--- config.mk ---
export PLATFORM = sky130hd
export DESIGN_NAME = argb_pixel_row_format_converter_flat
export DESIGN_NICKNAME = d
export VERILOG_FILES = /design/src/hdl/apfc_pkg.sv /design/src/hdl/apfc_ifs.sv /design/src/hdl/apfc_ctrl.sv /design/src/hdl/apfc_dp.sv /design/src/hdl/argb_pixel_row_format_converter.sv /design/src/flat_wrapper.sv
export SDC_FILE = /design/constraint.sdc
export NUM_CORES = 1
export LEC_CHECK = 0
export BUFFER_PORTS_ARGS = -buffer_cell sky130_fd_sc_hd__buf_2
export CORE_ASPECT_RATIO = 0.6
export CORE_MARGIN = 1.5
export CORE_UTILIZATION = 40
export DETAILED_ROUTE_END_ITERATION = 7
export GPL_ROUTABILITY_DRIVEN = 0
export GPL_TIMING_DRIVEN = 0
export SLEW_MARGIN = 20
export SYNTH_ARGS = -nofsm -noshare
export SYNTH_HDL_FRONTEND = slang
export SYNTH_SLANG_ARGS = --single-unit
--- constraint.sdc ---
create_clock -name clk -period 5.4 [get_ports clk]
set_clock_uncertainty 0.2 [all_clocks]
set_input_delay 0.54 -clock clk [delete_from_list [all_inputs] [get_ports clk]]
set_output_delay 0.54 -clock clk [all_outputs]
set_load 0.02 [all_outputs]
--- src/hdl/apfc_pkg.sv ---
package apfc_pkg;

	// output formats, codes five to seven fold onto rgb
	typedef enum logic [2:0] {
		MODE_RGB        = 3'd0,
		MODE_RGBA_UNPREM = 3'd1,
		MODE_RGBA_PREM  = 3'd2,
		MODE_GRAY       = 3'd3,
		MODE_MONO       = 3'd4
	} mode_t;

	// source of an emitted byte
	typedef enum logic [2:0] {
		SEL_R,
		SEL_G,
		SEL_B,
		SEL_A,
		SEL_GRAY,
		SEL_MONO,
		SEL_QUOT
	} sel_t;

	// register index of the configuration port
	localparam logic REG_OUTPUT_MODE = 1'b0;

	// luma weights, sum of the three is 65536
	localparam logic [15:0] GRAY_KR  = 16'd19661;
	localparam logic [15:0] GRAY_KG  = 16'd38666;
	localparam logic [15:0] GRAY_KB  = 16'd7209;
	localparam logic [23:0] GRAY_RND = 24'd32829;
	localparam logic [7:0]  MONO_THRESH = 8'd127;

	// controller to datapath
	typedef struct packed {
		logic       load;
		logic       mac_en;
		logic [1:0] ch;
		logic       div_start;
		logic       div_step;
		logic       emit;
		sel_t       sel;
		logic       last;
		logic       mono_upd;
	} cmd_t;

	// datapath to controller
	typedef struct packed {
		mode_t mode;
		mode_t mode_new;
		logic  mono_fire;
		logic  out_free;
	} sts_t;

	// fold unused codes onto rgb
	function automatic mode_t to_mode(input logic [2:0] raw);
		mode_t m;
		case (raw)
			3'd1: m = MODE_RGBA_UNPREM;
			3'd2: m = MODE_RGBA_PREM;
			3'd3: m = MODE_GRAY;
			3'd4: m = MODE_MONO;
			default: m = MODE_RGB;
		endcase
		return m;
	endfunction

endpackage

--- src/hdl/apfc_ifs.sv ---
interface apfc_pix_if;
	logic        valid;
	logic        ready;
	logic [31:0] argb_pixel;
	logic        row_end;

	modport source (output valid, argb_pixel, row_end, input ready);
	modport sink (input valid, argb_pixel, row_end, output ready);
endinterface

interface apfc_byte_if;
	logic       valid;
	logic       ready;
	logic [7:0] out_byte;
	logic       pixel_done;
	logic       row_done;

	modport source (output valid, out_byte, pixel_done, row_done, input ready);
	modport sink (input valid, out_byte, pixel_done, row_done, output ready);
endinterface

--- src/hdl/apfc_ctrl.sv ---
module apfc_ctrl
	import apfc_pkg::*;
(
	input  logic clk,
	input  logic arst_n,
	input  logic in_valid,
	output logic in_ready,
	input  sts_t sts,
	output cmd_t cmd
);

	typedef enum logic [2:0] {
		ST_IDLE,
		ST_MAC,
		ST_DSTART,
		ST_DIV,
		ST_EMIT
	} state_t;

	state_t     state_q;
	logic [2:0] cnt_q;
	logic [1:0] idx_q;
	logic [1:0] last_idx;
	sel_t       sel_c;

	// byte order per format
	always_comb begin
		last_idx = 2'd2;
		sel_c = SEL_R;
		case (sts.mode)
			MODE_GRAY: begin
				last_idx = 2'd0;
				sel_c = SEL_GRAY;
			end
			MODE_RGBA_UNPREM: begin
				last_idx = 2'd3;
				sel_c = (idx_q == 2'd3) ? SEL_A : SEL_QUOT;
			end
			default: begin
				if (sts.mode == MODE_RGBA_PREM)
					last_idx = 2'd3;
				case (idx_q)
					2'd0: sel_c = SEL_R;
					2'd1: sel_c = SEL_G;
					2'd2: sel_c = SEL_B;
					default: sel_c = SEL_A;
				endcase
			end
		endcase
	end

	// commands
	always_comb begin
		cmd = '0;
		cmd.sel = SEL_R;
		in_ready = (state_q == ST_IDLE);
		case (state_q)
			ST_IDLE: cmd.load = in_valid;
			ST_MAC: begin
				cmd.mac_en = 1'b1;
				cmd.ch = cnt_q[1:0];
			end
			ST_DSTART: begin
				cmd.div_start = 1'b1;
				cmd.ch = idx_q;
			end
			ST_DIV: cmd.div_step = 1'b1;
			ST_EMIT: begin
				if (sts.mode == MODE_MONO) begin
					cmd.mono_upd = !sts.mono_fire || sts.out_free;
					cmd.emit = sts.mono_fire && sts.out_free;
					cmd.sel = SEL_MONO;
					cmd.last = 1'b1;
				end else begin
					cmd.emit = sts.out_free;
					cmd.sel = sel_c;
					cmd.last = (idx_q == last_idx);
				end
			end
			default: ;
		endcase
	end

	// state and counters
	always_ff @(posedge clk or negedge arst_n) begin
		if (!arst_n) begin
			state_q <= ST_IDLE;
			cnt_q <= '0;
			idx_q <= '0;
		end else begin
			case (state_q)
				ST_IDLE: begin
					if (in_valid) begin
						cnt_q <= '0;
						idx_q <= '0;
						if (sts.mode_new == MODE_GRAY || sts.mode_new == MODE_MONO)
							state_q <= ST_MAC;
						else if (sts.mode_new == MODE_RGBA_UNPREM)
							state_q <= ST_DSTART;
						else
							state_q <= ST_EMIT;
					end
				end
				ST_MAC: begin
					cnt_q <= cnt_q + 3'd1;
					if (cnt_q == 3'd2)
						state_q <= ST_EMIT;
				end
				ST_DSTART: begin
					cnt_q <= '0;
					state_q <= ST_DIV;
				end
				ST_DIV: begin
					cnt_q <= cnt_q + 3'd1;
					if (cnt_q == 3'd7)
						state_q <= ST_EMIT;
				end
				ST_EMIT: begin
					if (sts.mode == MODE_MONO) begin
						if (cmd.mono_upd)
							state_q <= ST_IDLE;
					end else if (sts.out_free) begin
						if (cmd.last)
							state_q <= ST_IDLE;
						else begin
							idx_q <= idx_q + 2'd1;
							if (sts.mode == MODE_RGBA_UNPREM && idx_q != 2'd2)
								state_q <= ST_DSTART;
						end
					end
				end
				default: state_q <= ST_IDLE;
			endcase
		end
	end

`ifndef ASSERT_OFF
	// an accepted item always starts work
	a_accept_busy: assert property (@(posedge clk) disable iff (!arst_n)
		(state_q == ST_IDLE) && in_valid |=> state_q != ST_IDLE)
		else $error("accepted item left controller idle");

	// a byte is loaded only into a free output register
	a_emit_free: assert property (@(posedge clk) disable iff (!arst_n)
		cmd.emit |-> sts.out_free)
		else $error("emit into occupied output register");

	// division always completes its eight steps before a byte
	a_div_len: assert property (@(posedge clk) disable iff (!arst_n)
		(state_q == ST_DIV) && (cnt_q != 3'd7) |=> state_q == ST_DIV)
		else $error("division cut short");
`endif

endmodule

--- src/hdl/apfc_dp.sv ---
module apfc_dp
	import apfc_pkg::*;
(
	input  logic        clk,
	input  logic        arst_n,
	input  cmd_t        cmd,
	output sts_t        sts,
	input  logic [2:0]  cfg_mode,
	input  logic [31:0] in_pixel,
	input  logic        in_row_end,
	input  logic        out_ready,
	output logic        out_valid,
	output logic [7:0]  out_byte,
	output logic        out_pixel_done,
	output logic        out_row_done
);

	logic [7:0]  a_q, r_q, g_q, b_q;
	logic        rend_q;
	mode_t       mode_q;
	mode_t       mode_new;
	logic [23:0] acc_q;
	logic [7:0]  mac_chan;
	logic [15:0] mac_coef;
	logic [23:0] mac_prod;
	logic [7:0]  gray;
	logic [2:0]  pos_q;
	logic [7:0]  macc_q;
	logic [7:0]  mono_byte;
	logic        mono_fire;
	logic [7:0]  div_chan;
	logic [15:0] dividend;
	logic [7:0]  rem_q;
	logic [7:0]  dvd_q;
	logic [7:0]  quot_q;
	logic        fix_q;
	logic [7:0]  fix_val_q;
	logic [8:0]  rem_sh;
	logic [8:0]  rem_sub;
	logic        div_ge;
	logic [7:0]  quot;
	logic        out_valid_q;
	logic [7:0]  byte_q;
	logic        pd_q, rd_q;
	logic [7:0]  byte_c;

	assign mode_new = to_mode(cfg_mode);

	// pixel capture
	always_ff @(posedge clk) begin
		if (cmd.load) begin
			a_q <= in_pixel[31:24];
			r_q <= in_pixel[23:16];
			g_q <= in_pixel[15:8];
			b_q <= in_pixel[7:0];
			rend_q <= in_row_end;
		end
	end

	always_ff @(posedge clk or negedge arst_n) begin
		if (!arst_n)
			mode_q <= MODE_RGB;
		else if (cmd.load)
			mode_q <= mode_new;
	end

	// gray weighted sum, one channel a cycle
	always_comb begin
		case (cmd.ch)
			2'd0: begin
				mac_chan = r_q;
				mac_coef = GRAY_KR;
			end
			2'd1: begin
				mac_chan = g_q;
				mac_coef = GRAY_KG;
			end
			default: begin
				mac_chan = b_q;
				mac_coef = GRAY_KB;
			end
		endcase
		mac_prod = {16'h0000, mac_chan} * {8'h00, mac_coef};
	end

	always_ff @(posedge clk) begin
		if (cmd.load)
			acc_q <= GRAY_RND;
		else if (cmd.mac_en)
			acc_q <= acc_q + mac_prod;
	end

	assign gray = acc_q[23:16];

	// mono packing, msb first
	assign mono_byte = ((pos_q == 3'd7) ? 8'h00 : macc_q)
		| ((gray > MONO_THRESH) ? (8'h01 << pos_q) : 8'h00);
	assign mono_fire = (pos_q == 3'd0) || rend_q;

	always_ff @(posedge clk or negedge arst_n) begin
		if (!arst_n) begin
			pos_q <= 3'd7;
			macc_q <= '0;
		end else if (cmd.load && in_row_end && mode_new != MODE_MONO) begin
			pos_q <= 3'd7;
			macc_q <= '0;
		end else if (cmd.mono_upd) begin
			if (mono_fire) begin
				pos_q <= 3'd7;
				macc_q <= '0;
			end else begin
				pos_q <= pos_q - 3'd1;
				macc_q <= mono_byte;
			end
		end
	end

	// unpremultiply: (c*255 + a/2) / a, restoring, one quotient bit a step
	always_comb begin
		case (cmd.ch)
			2'd0: div_chan = r_q;
			2'd1: div_chan = g_q;
			default: div_chan = b_q;
		endcase
		dividend = ({div_chan, 8'h00} - {8'h00, div_chan}) + {9'h000, a_q[7:1]};
		rem_sh = {rem_q, dvd_q[7]};
		rem_sub = rem_sh - {1'b0, a_q};
		div_ge = (rem_sh >= {1'b0, a_q});
	end

	always_ff @(posedge clk) begin
		if (cmd.div_start) begin
			quot_q <= '0;
			rem_q <= dividend[15:8];
			dvd_q <= dividend[7:0];
			if (a_q == 8'h00) begin
				fix_q <= 1'b1;
				fix_val_q <= 8'h00;
			end else if (div_chan >= a_q) begin
				fix_q <= 1'b1;
				fix_val_q <= 8'hff;
			end else begin
				fix_q <= 1'b0;
				fix_val_q <= 8'h00;
			end
		end else if (cmd.div_step) begin
			rem_q <= div_ge ? rem_sub[7:0] : rem_sh[7:0];
			dvd_q <= {dvd_q[6:0], 1'b0};
			quot_q <= {quot_q[6:0], div_ge};
		end
	end

	assign quot = fix_q ? fix_val_q : quot_q;

	// byte select
	always_comb begin
		case (cmd.sel)
			SEL_R:    byte_c = r_q;
			SEL_G:    byte_c = g_q;
			SEL_B:    byte_c = b_q;
			SEL_A:    byte_c = a_q;
			SEL_GRAY: byte_c = gray;
			SEL_MONO: byte_c = mono_byte;
			SEL_QUOT: byte_c = quot;
			default:  byte_c = r_q;
		endcase
	end

	// output register
	always_ff @(posedge clk or negedge arst_n) begin
		if (!arst_n)
			out_valid_q <= 1'b0;
		else if (cmd.emit)
			out_valid_q <= 1'b1;
		else if (out_ready)
			out_valid_q <= 1'b0;
	end

	always_ff @(posedge clk) begin
		if (cmd.emit) begin
			byte_q <= byte_c;
			pd_q <= cmd.last;
			rd_q <= cmd.last && rend_q;
		end
	end

	assign out_valid = out_valid_q;
	assign out_byte = byte_q;
	assign out_pixel_done = pd_q;
	assign out_row_done = rd_q;

	assign sts.mode = mode_q;
	assign sts.mode_new = mode_new;
	assign sts.mono_fire = mono_fire;
	assign sts.out_free = !out_valid_q || out_ready;

`ifndef ASSERT_OFF
	// partial remainder stays below the divisor
	a_rem_bound: assert property (@(posedge clk) disable iff (!arst_n)
		cmd.div_step && !fix_q |-> rem_q < a_q)
		else $error("divider remainder out of range");

	// a finished mono byte restarts the packer
	a_mono_restart: assert property (@(posedge clk) disable iff (!arst_n)
		cmd.mono_upd && mono_fire |=> (pos_q == 3'd7) && (macc_q == 8'h00))
		else $error("mono packer not restarted");
`endif

endmodule

--- src/hdl/argb_pixel_row_format_converter.sv ---
// pixel to byte stream converter, one item in work at a time
// per item: rgb and rgba premultiplied emit bytes straight from the pixel, gray and mono first run the
// weighted sum, rgba unpremultiplied runs the eight-step divider once per colour; an output stall holds the item
// rgb goes from accept straight to emitting its first byte, one output register holds it
// reset (arst_n low, asynchronous): mode rgb, mono packer empty at bit seven, output empty
module argb_pixel_row_format_converter
	import apfc_pkg::*;
(
	input  logic        clk,
	input  logic        arst_n,
	apfc_pix_if.sink    pixel,
	apfc_byte_if.source result,
	input  logic        psel,
	input  logic        penable,
	input  logic        pwrite,
	input  logic [2:0]  paddr,
	input  logic [31:0] pwdata,
	output logic [31:0] prdata,
	output logic        pready
);

	logic [2:0] output_mode_q;
	logic       cfg_wr;
	cmd_t       cmd;
	sts_t       sts;

	// configuration register
	assign pready = 1'b1;
	assign cfg_wr = psel && penable && pwrite && (paddr[2] == REG_OUTPUT_MODE);

	always_ff @(posedge clk or negedge arst_n) begin
		if (!arst_n)
			output_mode_q <= 3'd0;
		else if (cfg_wr)
			output_mode_q <= pwdata[2:0];
	end

	assign prdata = (paddr[2] == REG_OUTPUT_MODE) ? {29'h0, output_mode_q} : 32'h0;

	// sequencer
	apfc_ctrl u_ctrl (
		.clk      (clk),
		.arst_n   (arst_n),
		.in_valid (pixel.valid),
		.in_ready (pixel.ready),
		.sts      (sts),
		.cmd      (cmd)
	);

	// datapath
	apfc_dp u_dp (
		.clk            (clk),
		.arst_n         (arst_n),
		.cmd            (cmd),
		.sts            (sts),
		.cfg_mode       (output_mode_q),
		.in_pixel       (pixel.argb_pixel),
		.in_row_end     (pixel.row_end),
		.out_ready      (result.ready),
		.out_valid      (result.valid),
		.out_byte       (result.out_byte),
		.out_pixel_done (result.pixel_done),
		.out_row_done   (result.row_done)
	);

endmodule

--- src/flat_wrapper.sv ---
// flat-port wrapper written by rule: the top's interface ports become plain ports
module argb_pixel_row_format_converter_flat import apfc_pkg::*;
  (clk, arst_n, psel, penable, pwrite, paddr, pwdata, prdata, pready, pixel_valid, pixel_argb_pixel, pixel_row_end, pixel_ready, result_valid, result_out_byte, result_pixel_done, result_row_done, result_ready);
  apfc_pix_if pixel_i ();
  apfc_byte_if result_i ();
  input  logic clk;
  input  logic arst_n;
  input  logic psel;
  input  logic penable;
  input  logic pwrite;
  input  logic [2:0] paddr;
  input  logic [31:0] pwdata;
  output logic [31:0] prdata;
  output logic pready;
  input wire logic [$bits(pixel_i.valid)-1:0] pixel_valid;
  input wire logic [$bits(pixel_i.argb_pixel)-1:0] pixel_argb_pixel;
  input wire logic [$bits(pixel_i.row_end)-1:0] pixel_row_end;
  output wire logic [$bits(pixel_i.ready)-1:0] pixel_ready;
  output wire logic [$bits(result_i.valid)-1:0] result_valid;
  output wire logic [$bits(result_i.out_byte)-1:0] result_out_byte;
  output wire logic [$bits(result_i.pixel_done)-1:0] result_pixel_done;
  output wire logic [$bits(result_i.row_done)-1:0] result_row_done;
  input wire logic [$bits(result_i.ready)-1:0] result_ready;
  assign pixel_i.valid = pixel_valid;
  assign pixel_i.argb_pixel = pixel_argb_pixel;
  assign pixel_i.row_end = pixel_row_end;
  assign pixel_ready = pixel_i.ready;
  assign result_valid = result_i.valid;
  assign result_out_byte = result_i.out_byte;
  assign result_pixel_done = result_i.pixel_done;
  assign result_row_done = result_i.row_done;
  assign result_i.ready = result_ready;
  argb_pixel_row_format_converter u_core (.clk(clk), .arst_n(arst_n), .pixel(pixel_i), .result(result_i), .psel(psel), .penable(penable), .pwrite(pwrite), .paddr(paddr), .pwdata(pwdata), .prdata(prdata), .pready(pready));
endmodule
==> metrics list, run 1 <==
- Clock tree synthesis inserted a total of 17 buffers.
- The top cell type by area accounts for 17.1% of the synthesized area.
- Met2 usage in global routing: 33.5%
- The detail route stage leaves a number of antenna-violating nets equal to 0.
- Number of max-cap violations: 0
- Register clock-pin slew on the reported worst setup and hold paths: 0.06 ns
- Overall global routing resource usage: 24.1%
- Global routing consumed, on the met1 layer, 35.7% of the routing resources.
* P&R area growth vs syn: 24.6%
- The final count of pins violating max slew came to 0.
- The final layout contains routed wiring with a total length of 32600 um.
* Post-synth EDFFs: 61
- The final-report hold violation count was 0.
- From left edge to right edge, the die measures 214 um.
- Entering global routing, the biggest net connects 43 pins.
* Diode insertion count for antenna repair: 0
- In this run the count of I/O pins placed on the die edge is 120.
- Startpoint type of the worst setup path: flop
- Class of the worst hold path: in2reg
* Routed len/inst: 19.2 um
* TritonCTS clock tree: yes
- Using the TritonRoute via totals, the vias-per-cell ratio works out to 5.21.
- Filler cell count: 2440
- Ys Warns: 0
- Placement Setup Slack: -1.12 ns
- Mapped Area: 0.0107 mm^2
- After global routing the overflow that remains totals 0.
- Final Setup Violations: 12
- Highest Clock Rate: 176 MHz
- Sort of element at the end of the critical path: flop
- After layout, the worst setup slack is -0.296 ns.
- Once placement completed, the tool counted placed cells totaling 1603.
- Setup repair after global routing could not meet its margin everywhere.
- The floorplan step defined a die boundary enclosing 0.0278 mm^2.
- Tightest Pin Transition: 0.970 ns
* H-tree level count: 4
- Counting flops per register, the top entry is u_core.u_dp.acc_q.
- Top area cells in the synthesized netlist: sky130_fd_sc_hd__edfxtp_1 17%, sky130_fd_sc_hd__fa_1 17%, sky130_fd_sc_hd__ha_1 11%
* Setup Crit Path Kind: reg2reg
* Post-layout min period: 5.70 ns
- Across all layers, the routed design uses 8819 vias.
- The detailed router finished its first iteration with 884 violations.
* Number of remaining DRC errors: 0
* Global route hottest layer: met1
* Distinct cells, synth: 70
- Total clock sinks: 119
- Register area share after synthesis: 29.2%
* FFs w/ async S/R, synth: 21.8%
* Largest register FFs: 24
- Counting flops and latches in the post-synthesis netlist gives 119.
- Predominant post-synthesis flop cell: sky130_fd_sc_hd__edfxtp_1
* Standard-cell rows: 46
- The final reports fail on negative setup slack.
- The total area inside the core boundary comes to 0.0264 mm^2.
* Number of detailed-routing iterations run before antenna repair: 6
* Number of antenna violations at the first check in global routing: 0
- Number of global-route vias before repair: 8646
- The worst pin sits at a relative slew slack of 35.1%.
- After the last flow step, the layout net total stands at 1580.
- Root Buffer: sky130_fd_sc_hd__clkbuf_16
* Non-filler cells in the finished layout: 1694
- The first global-routing pass estimated 49800 um of wire.
* Cells after Synth: 1156
* Cell at the slowest stage of the critical path: sky130_fd_sc_hd__fa_2
- For the worst-skew pair, the clock arrives at the later sink with an insertion delay of 0.45 ns.
* Result of the run: finished, violations left
- In the finished design, the share of the clock period the worst path needs comes to 105%.
- Cells with a size suffix above 1 make up 25.2% of the layout.
* GR Util met3: 7.63%
* Library cell with the largest summed area after synthesis: sky130_fd_sc_hd__edfxtp_1
- IO buf count: 58
* Ordered cell list for the critical path: and4bb_4 -> nor2_4 -> buf_12 -> buf_4 -> nand2_1 -> a21oi_2 -> or2_4 -> buf_6 -> fa_2 -> fa_1 -> fa_1 -> inv_1 -> fa_2 -> inv_1 -> ha_4 -> a21oi_4 -> nor2b_4 -> a211oi_2 -> buf_4 -> a31oi_4 -> a31oi_2 -> mux2i_1 -> o21ai_1
- Starting Density: 40.6%
- Final design utilization: 50.5%
- The placed instances occupy a cell area of 0.0117 mm^2.
* Half-perimeter wire length after detailed placement: 24900 um
- In this run the worst path has a maximum fanout of 5.
* Slowest cell delay on critical path: 0.57 ns
- Final instance area: 0.0133 mm^2
- Arrival time of data at the critical path endpoint: 5.81 ns
* Avg Inst Size Synth: 9.25 um^2
- For the worst setup path, the data required time is 5.51 ns.
- Maximum count of clock buffers along a single path: 2
- Chip height: 130 um
-- worst paths after layout --
| kind | startpoint | slack, ns | to | depth (start not counted) |
|---|---|---|---|---|
| max | u_core.u_ctrl.state_q[2]$_DFFE_PN0P_ | -0.30 | u_core.u_dp.acc_q[20]$_SDFFE_PP0N_ | 23 |
| min | pixel_argb_pixel[27] | 0.06 | u_core.u_dp.a_q[3]$_DFFE_PP_ | 1 |
| max reg2reg | u_core.u_ctrl.state_q[2]$_DFFE_PN0P_ | -0.30 | u_core.u_dp.acc_q[20]$_SDFFE_PP0N_ | 23 |
| min reg2reg | u_core.u_dp.acc_q[12]$_SDFFE_PP0N_ | 0.25 | u_core.u_dp.acc_q[12]$_SDFFE_PP0N_ | 2 |
| max in group asynchronous | arst_n | 4.07 | u_core.u_ctrl.state_q[2]$_DFFE_PN0P_ | 2 |
| min in group asynchronous | arst_n | 0.45 | u_core.u_dp.macc_q[4]$_DFFE_PN0P_ | 2 |
-- Yosys cell counts, drive strengths merged, types with 17 or more instances --
cell,n
inv,200
nand2,111
ha,93
fa,91
nor2,72
o21ai,69
a21oi,65
edfxtp,61
buf,38
dfxtp,32
clkbuf,23
dfrtp,23
a211oi,20
nor3,19
xnor2,19
a21o,17
-- cell families (layout without fill, tap and decap cells) --
| kind of cell | count (synthesis) | after routing | synth area share, % |
|---|---|---|---|
| buffers and inverters | 261 | 411 | 10.4 |
| other | 2 | 30 | 0.0702 |
| adder cells (fa/ha/maj) | 184 | 184 | 27.9 |
| AND/OR/NAND/NOR | 295 | 295 | 13.5 |
| AO/OA/AOI/OAI | 243 | 243 | 14.3 |
| XOR/XNOR | 33 | 33 | 2.70 |
| flip-flops | 119 | 119 | 29.2 |
| multiplexers | 19 | 19 | 1.86 |
-- critical path: cells and delay by family (launching register included) --
| family | cells | cell delay [ns] |
|---|---|---|
| adder cells (fa/ha/maj) | 5 | 2.30 |
| AND/OR/NAND/NOR | 5 | 0.82 |
| buffers and inverters | 6 | 0.72 |
| flip-flops | 1 | 0.45 |
| AO/OA/AOI/OAI | 6 | 0.84 |
| multiplexers | 1 | 0.21 |
-- what timing repair did --
action | in CTS | in global routing
gates resized for setup | 114 | 47
hold buffers | 1 | 0
pin swaps | 65 | 68
gates cloned | 2 | 0
setup buffers | 44 | 14
hold endpoints to repair | 23 | 0
setup endpoints to repair | 16 | 15
-- cells in the final DEF, fill, tap and decap left out, drive strengths merged, types with 14 or more instances in the layout --
| cell | instances |
|---|---|
| inv | 205 |
| xnor2 | 19 |
| conb | 30 |
| a211oi | 20 |
| ha | 93 |
| nor3 | 19 |
| clkbuf | 41 |
| o21ai | 69 |
| nor2b | 14 |
| nor2 | 72 |
| nand2 | 111 |
| fa | 91 |
| xor2 | 14 |
| a21o | 17 |
| dfxtp | 32 |
| nand2b | 14 |
| edfxtp | 61 |
| buf | 155 |
| a21oi | 65 |
| dfrtp | 23 |
-- through the flow --
stage	hold WS (ns)	TNS (ns)
floorplan	0.0444	-0.000929
global placement	0.240	-10.81
detailed placement	0.248	-11.39
CTS	0.0493	-1.26
global route	0.0483	-4.28
finish	0.0589	-2.30
-- layout make-up --
cell class | count | area, um^2 | area share, %
tap | 360 | 450 | 3.38
buffer | 61 | 399 | 3.00
sequential | 119 | 3130 | 23.5
clock inverter | 14 | 121 | 0.911
inverter | 200 | 762 | 5.72
timing repair buffer | 118 | 797 | 5.98
clock buffer | 18 | 429 | 3.22
multi-input combinational | 804 | 7230 | 54.3
-- routing by layer --
metal,wire length [um],up-vias
li1,-,4159
met1,15600,4231
met2,12800,383
met3,3550,46
met4,585,0
met5,0,-
Power of run 1 is left out: the tool's default activity adds up to more than one toggle a clock period on the data nets, which glitch-free logic cannot reach.
==> run 2, diff against run 1 <==
- CORE_UTILIZATION: 40 -> 55
- PLACE_DENSITY: unset -> 0.79
==> run 2 against run 1 <==
  * The flow still finishes with violations (negative setup slack)
  * Global-route usage increased by 8.7 points
  * Worst setup slack got worse by 0.086 ns
  * Worst hold slack improved by 0.026 ns
  * Via count increased by 7.4%
  * Final cell count decreased by 6.3%
  * Register-to-register slack got worse by 0.09 ns
  * Count of clock-buffer cells in the layout increased by 2
  * Non-clock buffer count increased by 7
  * Sequential share of layout area increased by 0.19 points
  * Routed wire length increased by 3.5%
  * Sequential cell count unchanged
  * Highest routed layer is now met5
==> metrics list, run 2 (synthesis gave the netlist of run 1 again) <==
- The run finished, with violations left.
* Failing checks: negative setup slack
- Class of the worst hold path: in2reg
* Ports placed on the boundary: 120
- Tightest Pin Transition: 1.12 ns
- The number of global-route vias before repair is 9130.
* Startpoint type of the worst setup path: flop
- Standard-cell rows: 39
- IO buf count: 58
* Worst hold margin: 0.0849 ns
* Routed len/inst: 21.2 um
* Number of remaining DRC errors: 0
- Global routing used 32.8% of the available tracks.
- STA puts the critical path data arrival time at 5.92 ns.
* Number of nets at the end of the flow: 1587
- Avg Vias per Cell: 5.97
- Entering global routing, the biggest net connects 27 pins.
- The initial antenna violation count came to 0.
- Commonest non-fill, non-tap cell in the layout: sky130_fd_sc_hd__inv_1
- Register clock-pin slew on the reported worst setup and hold paths: 0.06 ns
- Along the worst path, the maximum fanout reaches 5.
* Final-report hold violation count: 0
* Setup repair after global routing missed its margin: yes
- Final Routed Wirelength: 33700 um
* Clock buffers created by TritonCTS: 17
- The final count of pins violating max slew is 0.
- Summing all flip-flop and latch instances after layout gives 0.00313 mm^2.
- STA puts the critical path data required time at 5.54 ns.
- The initial utilization of the core area, before any placement, comes to 56.2%.
* Root Buffer: sky130_fd_sc_hd__clkbuf_16
- The detailed router finished its first iteration with 1204 violations.
- Number of detailed-routing iterations run before antenna repair: 6
- H-tree level count: 4
- The worst pin sits at a relative slew slack of 24.7%.
- Max-cap violations in this run came to 0.
- Global routing consumed, on the met3 layer, 11.6% of the routing resources.
* Post-layout min period: 5.78 ns
- For met1 alone, demand over resource in global routing was 47.1%.
- The count of nets left with antenna violations once routing finished came out at 0.
- Ordered cell list for the critical path: buf_6 -> and4bb_4 -> nor2_4 -> buf_12 -> buf_8 -> and3_4 -> inv_4 -> fa_2 -> inv_2 -> fa_1 -> inv_2 -> fa_1 -> fa_1 -> inv_2 -> ha_4 -> a21o_1 -> a21oi_4 -> nand2_2 -> nand4_1 -> a31oi_4 -> buf_4 -> buf_6 -> xnor2_2 -> a211oi_2
* Setup WS post-layout: -0.382 ns
- Total clock sinks: 119
* Maximum count of clock buffers along a single path: 2
- The post-route netlist has 25.3% of its cells at a drive strength greater than 1.
* Global route hottest layer: met1
- The floorplan step set the die height to 111 um.
* Placement Setup Slack: -1.01 ns
* Slowest cell delay on critical path: 0.59 ns
- Summing all multi-input logic gate instances after layout gives 0.00720 mm^2.
* Setup Crit Path Kind: reg2reg
- Diode insertion count for antenna repair: 0
- In the layout the commonest cells are 169 x sky130_fd_sc_hd__inv_1, 101 x sky130_fd_sc_hd__nand2_1, 87 x sky130_fd_sc_hd__buf_4, 87 x sky130_fd_sc_hd__fa_1, 79 x sky130_fd_sc_hd__ha_1.
- Core Region: 0.0190 mm^2
- Static timing analysis puts the maximum clock frequency at 173 MHz.
- The first global-routing pass estimated 50100 um of wire.
* Met2 usage in global routing: 45.6%
- Register containing the most flip-flops in the final layout: u_core.u_dp.acc_q
* Final global-route overflow total: 0
- Counting the fill cells in the layout gives 1348.
- Setup violations remaining at the end of the flow were counted as 14.
* Share of the clock period used by the worst path: 107%
- TritonCTS clock tree: yes
* Cell at the slowest stage of the critical path: sky130_fd_sc_hd__fa_2
- Skew-Pair Late Insertion Delay: 0.43 ns
- Full die area: 0.0203 mm^2
* Chip Width: 183 um
- P&R area growth vs syn: 23.6%
- STA classifies the critical path endpoint as a flop.
- Half-perimeter wire length after detailed placement: 23400 um
- Detailed routing inserted a total of 9475 vias.
* Largest register FFs: 24
[run 2: cell count changes in the layout (fill, tap and decap cells not counted), moves of 4 or more]
cell and change:
sky130_fd_sc_hd__fa_2 -4, sky130_fd_sc_hd__nand2_2 +4, sky130_fd_sc_hd__buf_4 +7, sky130_fd_sc_hd__nand2_1 -4, sky130_fd_sc_hd__fa_1 +4
[run 2: path summary, 6_finish.rpt]
| check | start | depth (start not counted) | slack [ns] | to |
|---|---|---|---|---|
| setup / recovery | u_core.u_ctrl.state_q[1]$_DFFE_PN0P_ | 24 | -0.38 | u_core.u_dp.acc_q[16]$_SDFFE_PP0N_ |
| hold / removal | pixel_argb_pixel[22] | 1 | 0.08 | u_core.u_dp.r_q[6]$_DFFE_PP_ |
| setup reg to reg | u_core.u_ctrl.state_q[1]$_DFFE_PN0P_ | 24 | -0.38 | u_core.u_dp.acc_q[16]$_SDFFE_PP0N_ |
| hold reg to reg | u_core.u_dp.acc_q[6]$_SDFFE_PP0N_ | 2 | 0.27 | u_core.u_dp.acc_q[6]$_SDFFE_PP0N_ |
| max in group asynchronous | arst_n | 2 | 4.09 | u_core.u_ctrl.cnt_q[0]$_DFFE_PN0P_ |
| min in group asynchronous | arst_n | 2 | 0.46 | u_core.u_dp.macc_q[4]$_DFFE_PN0P_ |
[run 2: layout make-up]
class | count | share of cell area (%)
multi-input cells | 804 | 54.5
flip-flops and latches | 119 | 23.7
repair buffers | 125 | 6.54
inverters | 200 | 5.81
clock buffers | 20 | 3.31
plain buffers | 61 | 3.00
well taps | 246 | 2.33
clock inverters | 12 | 0.786
[run 2: metrics by stage]
step / instance area [um^2] / instances / TNS [ns] / utilization (%)
floorplan: 10900 / 1184 / -0.000929 / -
global placement: 11500 / 1488 / -10.28 / 60.4
detailed placement: 11500 / 1490 / -11.32 / 60.6
CTS: 12900 / 1567 / -1.40 / 67.6
global route: 13200 / 1587 / -6.35 / 69.4
finish: 13200 / 1587 / -4.00 / 69.4
[run 2: timing repair]
action / CTS / global route
buffers inserted: 43 / 20
endpoints found under the hold margin: 23 / 0
hold buffers: 1 / 0
setup endpoints to repair: 16 / 16
pin swaps: 73 / 65
gates cloned: 2 / 0
resized for setup: 100 / 54
[run 2: routing by layer]
metal	part of all wire (%)	wire length, um	vias up
li1	-	-	4165
met1	41	13700	4525
met2	41	13900	661
met3	14	4890	122
met4	3.3	1100	2
met5	0.15	49	-
[run 2: worst max-delay path: cells and delay by family, from the launching register on]
kind            cells  cell delay [ns]
fa+ha+maj           5             2.37
flops               1             0.47
compound gates      4             0.74
xor+xnor            1             0.12
simple gates        5             0.87
buf+inv             9             0.88
Power of run 2 is left out for the same reason.
